===== src/design/gbci_pkg.sv =====
// shared types and constants for the gyro bias calibration and integration block
// no dependencies
package gbci_pkg;

  localparam int DECIMATION = 8;
  localparam int CAL_COUNT  = 16;
  localparam int DEC_DIV    = (DECIMATION < 1) ? 1 : DECIMATION;
  localparam int CAL_DIV    = (CAL_COUNT < 1) ? 1 : CAL_COUNT;

  localparam int CNT_W      = 7;
  localparam int GAIN_W     = 10;
  localparam int RAW_W      = 16;
  localparam int TIME_W     = 31;
  localparam int ANG_W      = 32;

  // divide by one million: shift by six, then four 16-bit digits by 15625,
  // each digit as an estimate step, then a remainder update step
  localparam int DIV_SHIFT  = 6;
  localparam int DIGIT_W    = 16;
  localparam int DIV_STEPS  = 8;
  localparam int DIV_CNT_W  = 3;
  localparam int REM_W      = 14;
  localparam int PART_W     = REM_W + DIGIT_W;
  localparam int RECIP_W    = 31;
  localparam int EST_W      = PART_W + RECIP_W;
  localparam int RECIP_SH   = 44;
  localparam int QUO_W      = 44;
  localparam int ACC_W      = 46;

  localparam logic [GAIN_W-1:0]  GAIN_RESET = GAIN_W'(70);
  localparam logic [REM_W-1:0]   DIV_ODD    = REM_W'(15625);
  // ceil(2^44 / 15625), exact for every 30-bit partial dividend
  localparam logic [RECIP_W-1:0] RECIP      = RECIP_W'(1125899907);
  localparam logic signed [ACC_W-1:0] HALF_TURN = ACC_W'(180000);
  localparam logic signed [ACC_W-1:0] FULL_TURN = ACC_W'(360000);

  typedef enum logic [1:0] {
    PH_DISCARD,
    PH_CAL,
    PH_RUN
  } phase_t;

  typedef enum logic [3:0] {
    S_IDLE,
    S_RATE,
    S_CHECK,
    S_BIAS,
    S_MUL,
    S_DINIT,
    S_DIV,
    S_ACC,
    S_EMIT
  } state_t;

  typedef struct packed {
    logic       load;
    logic       rate;
    logic       bias;
    logic       mul;
    logic       dinit;
    logic       dquo;
    logic       dstep;
    logic       acc;
    logic       emit;
    logic [1:0] axis;
  } cmd_t;

  typedef struct packed {
    logic out_busy;
  } status_t;

endpackage


===== src/design/gbci_ctrl.sv =====
// controller for the gyro integrator: phase, sample count and sequencing
// depends on gbci_pkg
module gbci_ctrl (
  input  logic              clk,
  input  logic              rst_n,
  input  logic              in_valid,
  output logic              in_ready,
  input  gbci_pkg::status_t status,
  output gbci_pkg::cmd_t    cmd
);
  import gbci_pkg::*;

  state_t               state_r, state_nxt;
  phase_t               phase_r, phase_nxt;
  logic [CNT_W-1:0]     cnt_r, cnt_nxt;
  logic [1:0]           axis_r, axis_nxt;
  logic [DIV_CNT_W-1:0] iter_r, iter_nxt;

  always_ff @(posedge clk) begin
    if (!rst_n) begin
      state_r <= S_IDLE;
      phase_r <= PH_DISCARD;
      cnt_r   <= '0;
      axis_r  <= '0;
      iter_r  <= '0;
    end else begin
      state_r <= state_nxt;
      phase_r <= phase_nxt;
      cnt_r   <= cnt_nxt;
      axis_r  <= axis_nxt;
      iter_r  <= iter_nxt;
    end
  end

  always_comb begin
    state_nxt = state_r;
    phase_nxt = phase_r;
    cnt_nxt   = cnt_r;
    axis_nxt  = axis_r;
    iter_nxt  = iter_r;
    in_ready  = 1'b0;
    cmd       = '0;
    cmd.axis  = axis_r;
    unique case (state_r)
      S_IDLE: begin
        in_ready = 1'b1;
        if (in_valid) begin
          cmd.load = 1'b1;
          if (phase_r == PH_DISCARD) begin
            phase_nxt = PH_CAL;
            cnt_nxt   = '0;
          end else begin
            axis_nxt  = '0;
            state_nxt = S_RATE;
          end
        end
      end
      S_RATE: begin
        cmd.rate = 1'b1;
        if (axis_r == 2'd2) begin
          cnt_nxt   = cnt_r + 1'b1;
          state_nxt = S_CHECK;
        end else begin
          axis_nxt = axis_r + 1'b1;
        end
      end
      S_CHECK: begin
        axis_nxt = '0;
        if (phase_r == PH_CAL) begin
          state_nxt = (cnt_r >= CNT_W'(CAL_DIV)) ? S_BIAS : S_IDLE;
        end else begin
          state_nxt = (cnt_r >= CNT_W'(DEC_DIV)) ? S_MUL : S_IDLE;
        end
      end
      S_BIAS: begin
        cmd.bias  = 1'b1;
        cnt_nxt   = '0;
        phase_nxt = PH_RUN;
        state_nxt = S_IDLE;
      end
      S_MUL: begin
        cmd.mul   = 1'b1;
        state_nxt = S_DINIT;
      end
      S_DINIT: begin
        cmd.dinit = 1'b1;
        iter_nxt  = '0;
        state_nxt = S_DIV;
      end
      S_DIV: begin
        // even step: digit estimate, odd step: remainder and shift
        if (iter_r[0]) cmd.dstep = 1'b1;
        else cmd.dquo = 1'b1;
        iter_nxt = iter_r + 1'b1;
        if (iter_r == DIV_CNT_W'(DIV_STEPS - 1)) state_nxt = S_ACC;
      end
      S_ACC: begin
        cmd.acc = 1'b1;
        if (axis_r == 2'd2) begin
          state_nxt = S_EMIT;
        end else begin
          axis_nxt  = axis_r + 1'b1;
          state_nxt = S_MUL;
        end
      end
      S_EMIT: begin
        if (!status.out_busy) begin
          cmd.emit  = 1'b1;
          cnt_nxt   = '0;
          state_nxt = S_IDLE;
        end
      end
      default: state_nxt = S_IDLE;
    endcase
  end

endmodule


===== config.mk =====
export PLATFORM = sky130hd
export DESIGN_NAME = gbci_ctrl
export DESIGN_NICKNAME = d
export VERILOG_FILES = /design/src/design/gbci_pkg.sv /design/src/design/gbci_ctrl.sv
export SDC_FILE = /design/constraint.sdc
export NUM_CORES = 1
export LEC_CHECK = 0
export ABC_AREA = 1
export BUFFER_PORTS_ARGS = -buffer_cell sky130_fd_sc_hd__buf_2
export CAP_MARGIN = 30
export CORE_MARGIN = 5
export CORE_UTILIZATION = 46
export DETAILED_ROUTE_END_ITERATION = 10
export PLACE_DENSITY = 0.74
export SLEW_MARGIN = 20
export SYNTH_ARGS = -nofsm -noshare
export SYNTH_HDL_FRONTEND = slang
export SYNTH_SLANG_ARGS = --single-unit

===== constraint.sdc =====
create_clock -name clk -period 1.4 [get_ports clk]
set_input_delay 0.14 -clock clk [delete_from_list [all_inputs] [get_ports clk]]
set_output_delay 0.14 -clock clk [all_outputs]
set_load 0.02 [all_outputs]

==> reports/metrics.cfg, run 1 <==
[detailed_routing]
wl_um = 3590
post_drt_wl_per_cell_um = 13.7
dr.first_iter.drc_count = 37
drtPass1Iterations = 4
routed_via_count = 1383
drt_drc_violations_left = 0
post_drt_antenna_nets = 0
route.detailed.vias_per_inst = 5.28

[timing]
slew-limit-headroom = 0.604
slew_violations = 0
fin_skew_ns = 0.00957
period_utilization = 1.07
hold_viol = 0
fmaxAchievable_mhz = 665
timing_worst_slew_pin_value_ns = 0.594
worst_slack_ns = -0.103
grt_setup_unrepaired = yes
whs_ns = 0.0749
report.final.setup_viol = 15
min_period_ns = 1.50

[grt]
grt_util_met3 = 0.0410
grt.overflow.total = 0
grt_antenna_before_repair = 0
globalRoute.busiestLayer = met2
grtUsageMet1 = 0.231
grt_util_all_layers = 0.189
grt_pass1_wl_um = 5240
grt_start_max_net_pins = 17
first_global_vias = 1250
grt_util_met2 = 0.332

[place]
finalWeightedCongestion = 0.826
dp.final_hpwl_um = 1880
numPortBuffers = 15
detailedPlace.worstSlack_ns = 0.00960

[floorplan]
initial_cell_density_of_the_core = 0.475
fp-row-count = 18
num_io_pins = 16
floorplan.die.width_um = 60.3
die_h_um = 60.3
core_region_area_sq_mm = 0.00245
die_area_sq_mm = 0.00364

[cells_and_area]
finish.net_count = 242
mostFrequentLayoutCells = 50 x sky130_fd_sc_hd__nand2_1, 24 x sky130_fd_sc_hd__inv_1, 22 x sky130_fd_sc_hd__nor2_1, 21 x sky130_fd_sc_hd__buf_4, 14 x sky130_fd_sc_hd__buf_6
layout-area-overhead-vs-synth_pct = 46.6
antenna_cells_inserted = 0
fin_util = 0.696
drive_gt1_frac = 0.371
mostFrequentLayoutCell = sky130_fd_sc_hd__nand2_1

[synthesis]
yosysTopAreaCell = sky130_fd_sc_hd__dfxtp_1
synthesis.area_per_instance_sq_um = 6.10
synthDistinctLibCells = 21
mappedNetlistNets = 200
synth_area_sq_mm = 0.00116
yosys_register_bits = 18
ys_warn_count = 0
cell_types_with_the_largest_area_share_after_synthesis = sky130_fd_sc_hd__dfxtp_1 31%, sky130_fd_sc_hd__nand2_1 19%, sky130_fd_sc_hd__inv_1 9.0%
postSynthCellCount = 191
ys_seq_area_frac = 0.309
synth_top_area_frac = 0.309

[critical_path]
critical_path.reg2reg.startpoint = axis_r[0]
reg2reg_setup_slack_ns = -0.08
cp_data_required_time_ns = 1.26
setup.worst_path.end_class = output port
critPathMaxFanout = 4
timing.reg2reg.worst_path_depth = 8
path_class = reg -> out
cp_data_arrival_time_ns = 1.36
r2r_end = cnt_r[5]
startpoint_type = flip-flop

[run_status]
outcome = complete, but fails checks
violations = negative setup slack

[hold_path]
worst_hold_path.endpoint = axis_r[0]
hold_path.class = in -> reg
hold-path-cell-count = 3
hold_path_startpoint = rst_n

[power_and_ir_drop]
peak_supply_drop_v = 0.00105
power.density_cell_area_mw_per_mm2 = 1550
report.power.total_mw = 2.64
power.static_leakage_nw = 0.802

[flow_run]
maxcap_viol_count = 0

[clock_tree]
cts_tree = built
numCtsBuffers = 3
worst_setup_hold_path_clk_slew_ns = 0.12
cts.path.max_buffers = 2
clk-insertion-delay-late_ns = 0.31
root_buf_cell = sky130_fd_sc_hd__clkbuf_4
tritoncts_num_sinks = 18
h-tree-depth = 1

## power by group
| group | internal, mW | switching (mW) |
|---|---|---|
| Sequential | 0.599 | 0.0821 |
| Clock | 0.159 | 0.187 |
| Combinational | 0.666 | 0.951 |
## state kept, by name, summed over array words and instances (netlist names)
name	count
axis_r	2
cnt_r	7
phase_r	2
state_r	4
iter_r	3
## Yosys cell counts, drive strengths merged
cell type	count
a21oi	14
buf	2
clkbuf	1
dfxtp	18
ha	5
inv	30
nand2	63
nand3	12
nor2	34
nor3	2
o211ai	1
o21ai	5
o21bai	2
o221ai	1
xor2	1
## worst max path at each step
| stage | start | end | cells past startpoint |
|---|---|---|---|
| global placement | state_r[0] | axis_r[1] | 8 |
| finish | state_r[2] | cmd[10] | 6 |
| global route | axis_r[0] | cnt_r[1] | 10 |
| detailed placement | axis_r[0] | cnt_r[1] | 10 |
| floorplan | axis_r[1] | cnt_r[1] | 8 |
| CTS | state_r[0] | cmd[10] | 6 |
## worst max-delay path: stages, from the launching register on
cell	delay, ns
sky130_fd_sc_hd__dfxtp_4	0.39
sky130_fd_sc_hd__nor2_4	0.16
sky130_fd_sc_hd__buf_4	0.14
sky130_fd_sc_hd__nand2_4	0.05
sky130_fd_sc_hd__buf_6	0.11
sky130_fd_sc_hd__nor2_4	0.09
sky130_fd_sc_hd__buf_6	0.12
## per-layer routing
metal	vias to the layer above	part of all wire
met5	-	0
met4	0	0.014
met3	6	0.057
met2	55	0.52
met1	651	0.41
li1	671	-
## per-stage QoR
| step | TNS [ns] | instance area, sq um | std cells |
|---|---|---|---|
| CTS | -0.0183 | 1560 | 259 |
| global route | -2.59 | 1710 | 262 |
| detailed placement | 0 | 1310 | 240 |
| floorplan | 0 | 1170 | 191 |
| finish | -0.873 | 1710 | 262 |
| global placement | 0 | 1310 | 240 |
## cells by family (layout without fill, tap and decap cells)
kind of cell,Yosys count,in the layout,synth area share
AND/OR/NAND/NOR,111,111,0.405
buffers and inverters,33,74,0.113
AO/OA/AOI/OAI,23,23,0.112
flip-flops,18,18,0.309
adder cells (fa/ha/maj),5,5,0.0537
XOR/XNOR,1,1,0.00752
## final cells by class
cell class / instances / area (sq um)
well taps: 30 / 37.5
inverters: 30 / 113
repair buffers: 40 / 340
clock buffers: 4 / 36.3
fillers: 202 / 747
flip-flops and latches: 18 / 375
multi-input cells: 140 / 806
## what timing repair did
action,in CTS,in global routing
resized for setup,34,34
setup endpoints to repair,10,22
hold endpoints to repair,0,0
buffers inserted,15,3
pin swaps,7,8
hold buffers,0,0
No activity file was read; power rests on OpenSTA's default activity.
==> run 2, diff against run 1 <==
--- a/config.mk
+++ b/config.mk
@@ -11,7 +11,7 @@
 export CORE_MARGIN = 5
 export CORE_UTILIZATION = 46
 export DETAILED_ROUTE_END_ITERATION = 10
-export PLACE_DENSITY = 0.74
+export PLACE_DENSITY = 0.77
 export SLEW_MARGIN = 20
 export SYNTH_ARGS = -nofsm -noshare
 export SYNTH_HDL_FRONTEND = slang
==> constraint.sdc (replaced) <==
create_clock -name clk -period 1.21 [get_ports clk]
set_input_delay 0.121 -clock clk [delete_from_list [all_inputs] [get_ports clk]]
set_output_delay 0.121 -clock clk [all_outputs]
set_load 0.02 [all_outputs]
==> run 2 against run 1 <==
  * The flow still finishes with violations (negative setup slack)
  * Sequential share of layout area shrank 3.1 points
  * Die area is the same
  * Register-to-register slack lost 0.29 ns
  * Count of clock-buffer cells in the layout is the same
  * Final cell count grew 7.3%
  * Highest routed layer unchanged
  * Hold slack lost 0.032 ns
  * Critical path depth grew 2
  * Combinational power grew 67%
  * Routed wire length grew 33%
==> reports/metrics.cfg, run 2 (same netlist as run 1, synthesis figures left out) <==
[run_status]
outcome = complete, but fails checks
violations = negative setup slack

[critical_path]
slowest_delay_ns = 0.41
critical_path.reg2reg.startpoint = state_r[1]
reg2reg_setup_slack_ns = -0.37
r2r_end = cnt_r[3]
crit_family = simple AND/OR/NAND/NOR gates
worst_path_max_delay_cell = sky130_fd_sc_hd__dfxtp_4
path_class = reg -> reg
critPathMaxFanout = 6
crit_chain = nor2_4, buf_4, nand3_2, nand2_4, inv_1, nand2_2, nand2_1, a21oi_1
cp_data_required_time_ns = 1.46
timing.reg2reg.worst_path_depth = 8
cp_data_arrival_time_ns = 1.83
worst-path-buf-inv = 2
setup.worst_path.end_class = flip-flop
startpoint_type = flip-flop

[detailed_routing]
post_drt_antenna_nets = 0
post_drt_wl_per_cell_um = 16.9
drtPass1Iterations = 4
drt_drc_violations_left = 0
routed_via_count = 1507
dr.first_iter.drc_count = 141
route.detailed.vias_per_inst = 5.36
wl_um = 4760

[grt]
first_global_vias = 1272
grt_util_all_layers = 0.204
grt_antenna_before_repair = 0
grt_pass1_wl_um = 5580
grt_start_max_net_pins = 16
grt.overflow.total = 0

[timing]
fmaxAchievable_mhz = 633
fin_skew_ns = 0.00714
min_period_ns = 1.58
grt_setup_unrepaired = yes
slew_violations = 0
period_utilization = 1.31
worst_slack_ns = -0.370
timing_worst_slew_pin_value_ns = 0.313
report.final.setup_viol = 27
slew-limit-headroom = 0.789
hold_viol = 0

[cells_and_area]
antenna_cells_inserted = 0
multi_input_comb_area_sq_um = 898
layout-area-overhead-vs-synth_pct = 72.8
largest-register = cnt_r
finish.net_count = 261
largest_register_ffs = 7
fin_util = 0.820
drive_gt1_frac = 0.494
mostFrequentLayoutCells = 44 x sky130_fd_sc_hd__nand2_1, 31 x sky130_fd_sc_hd__buf_4, 22 x sky130_fd_sc_hd__inv_1, 20 x sky130_fd_sc_hd__buf_6, 18 x sky130_fd_sc_hd__nor2_1
final_cell_count_no_fill = 281
ff_latch_area_sq_um = 380
reg.largest.list = cnt_r x7, state_r x4, iter_r x3
mostFrequentLayoutCell = sky130_fd_sc_hd__nand2_1
fillers = 141

[clock_tree]
tritoncts_num_sinks = 18
numCtsBuffers = 3
root_buf_cell = sky130_fd_sc_hd__clkbuf_4
worst_setup_hold_path_clk_slew_ns = 0.11
cts_tree = built
clk-insertion-delay-late_ns = 0.32
cts.path.max_buffers = 2
h-tree-depth = 1

[floorplan]
core_region_area_sq_mm = 0.00245
floorplan.die.width_um = 60.3
die_area_sq_mm = 0.00364
die_h_um = 60.3
num_io_pins = 16
initial_cell_density_of_the_core = 0.475
fp-row-count = 18

[hold_path]
hold_path_startpoint = rst_n
hold-path-cell-count = 3
worst_hold_path.endpoint = cnt_r[0]
hold_path.class = in -> reg

[power_and_ir_drop]
power.density_cell_area_mw_per_mm2 = 1910
power.static_leakage_nw = 0.927
peak_supply_drop_v = 0.00190

[place]
finalWeightedCongestion = 0.860
placed_cells = 257
numPortBuffers = 15
dp.final_hpwl_um = 2110

[flow_run]
maxcap_viol_count = 0

run 2: worst max path at each step:
stage,slack (ns),to,cells past startpoint,startpoint
floorplan,0.009,cnt_r[1],10,axis_r[0]
global placement,-0.11,cnt_r[1],8,state_r[1]
detailed placement,-0.14,cnt_r[1],8,state_r[1]
CTS,-0.20,cnt_r[2],8,state_r[2]
global route,-0.45,cnt_r[3],8,state_r[1]
finish,-0.37,cnt_r[3],8,state_r[1]
run 2: per-stage QoR:
step / setup TNS [ns] / power, mW / cell area [sq um] / worst slack (ns) / hold slack, ns
2_1_floorplan: 0 / 1.73 / 1210 / 0.00851 / 0.236
3_3_place_gp: -0.869 / 2.37 / 1490 / -0.115 / 0.365
3_5_place_dp: -1.34 / 2.38 / 1490 / -0.143 / 0.374
4_1_cts: -3.01 / 3.18 / 1750 / -0.198 / 0.0510
5_1_grt: -8.07 / 4.06 / 2010 / -0.447 / 0.0411
6_report: -6.76 / 3.84 / 2010 / -0.370 / 0.0434
run 2: tightest hold or removal path, cell delays in order:
cell	delay, ns
sky130_fd_sc_hd__buf_2	0.11
sky130_fd_sc_hd__nand2_1	0.06
sky130_fd_sc_hd__nor2_1	0.04
run 2: cell type report:
cell class | count | area share
clock buffer | 4 | 0.0131
inverter | 30 | 0.0659
multi-input combinational | 140 | 0.446
sequential | 18 | 0.189
tap | 30 | 0.0186
timing repair buffer | 59 | 0.267
run 2: per-layer routing:
metal,routed length (um),vias to the layer above,global-route usage
met2,2320,87,0.355
met1,1900,693,0.245
met5,0,-,0
li1,-,706,-
met4,221,0,0.0633
met3,317,21,0.0497
run 2: what timing repair did:
item / in CTS / in global routing
pin swaps: 15 / 18
cloned: 0 / 0
setup buffers: 12 / 9
setup endpoints to repair: 27 / 28
hold buffers: 0 / 0
gates resized for setup: 47 / 51
run 2: power by group:
| group | total [mW] | switching, mW | internal [mW] | leakage (nW) |
|---|---|---|---|---|
| clock | 0.342 | 0.213 | 0.129 | 0.0150 |
| combinational | 2.71 | 1.44 | 1.27 | 0.761 |
| sequential | 0.788 | 0.0922 | 0.695 | 0.150 |
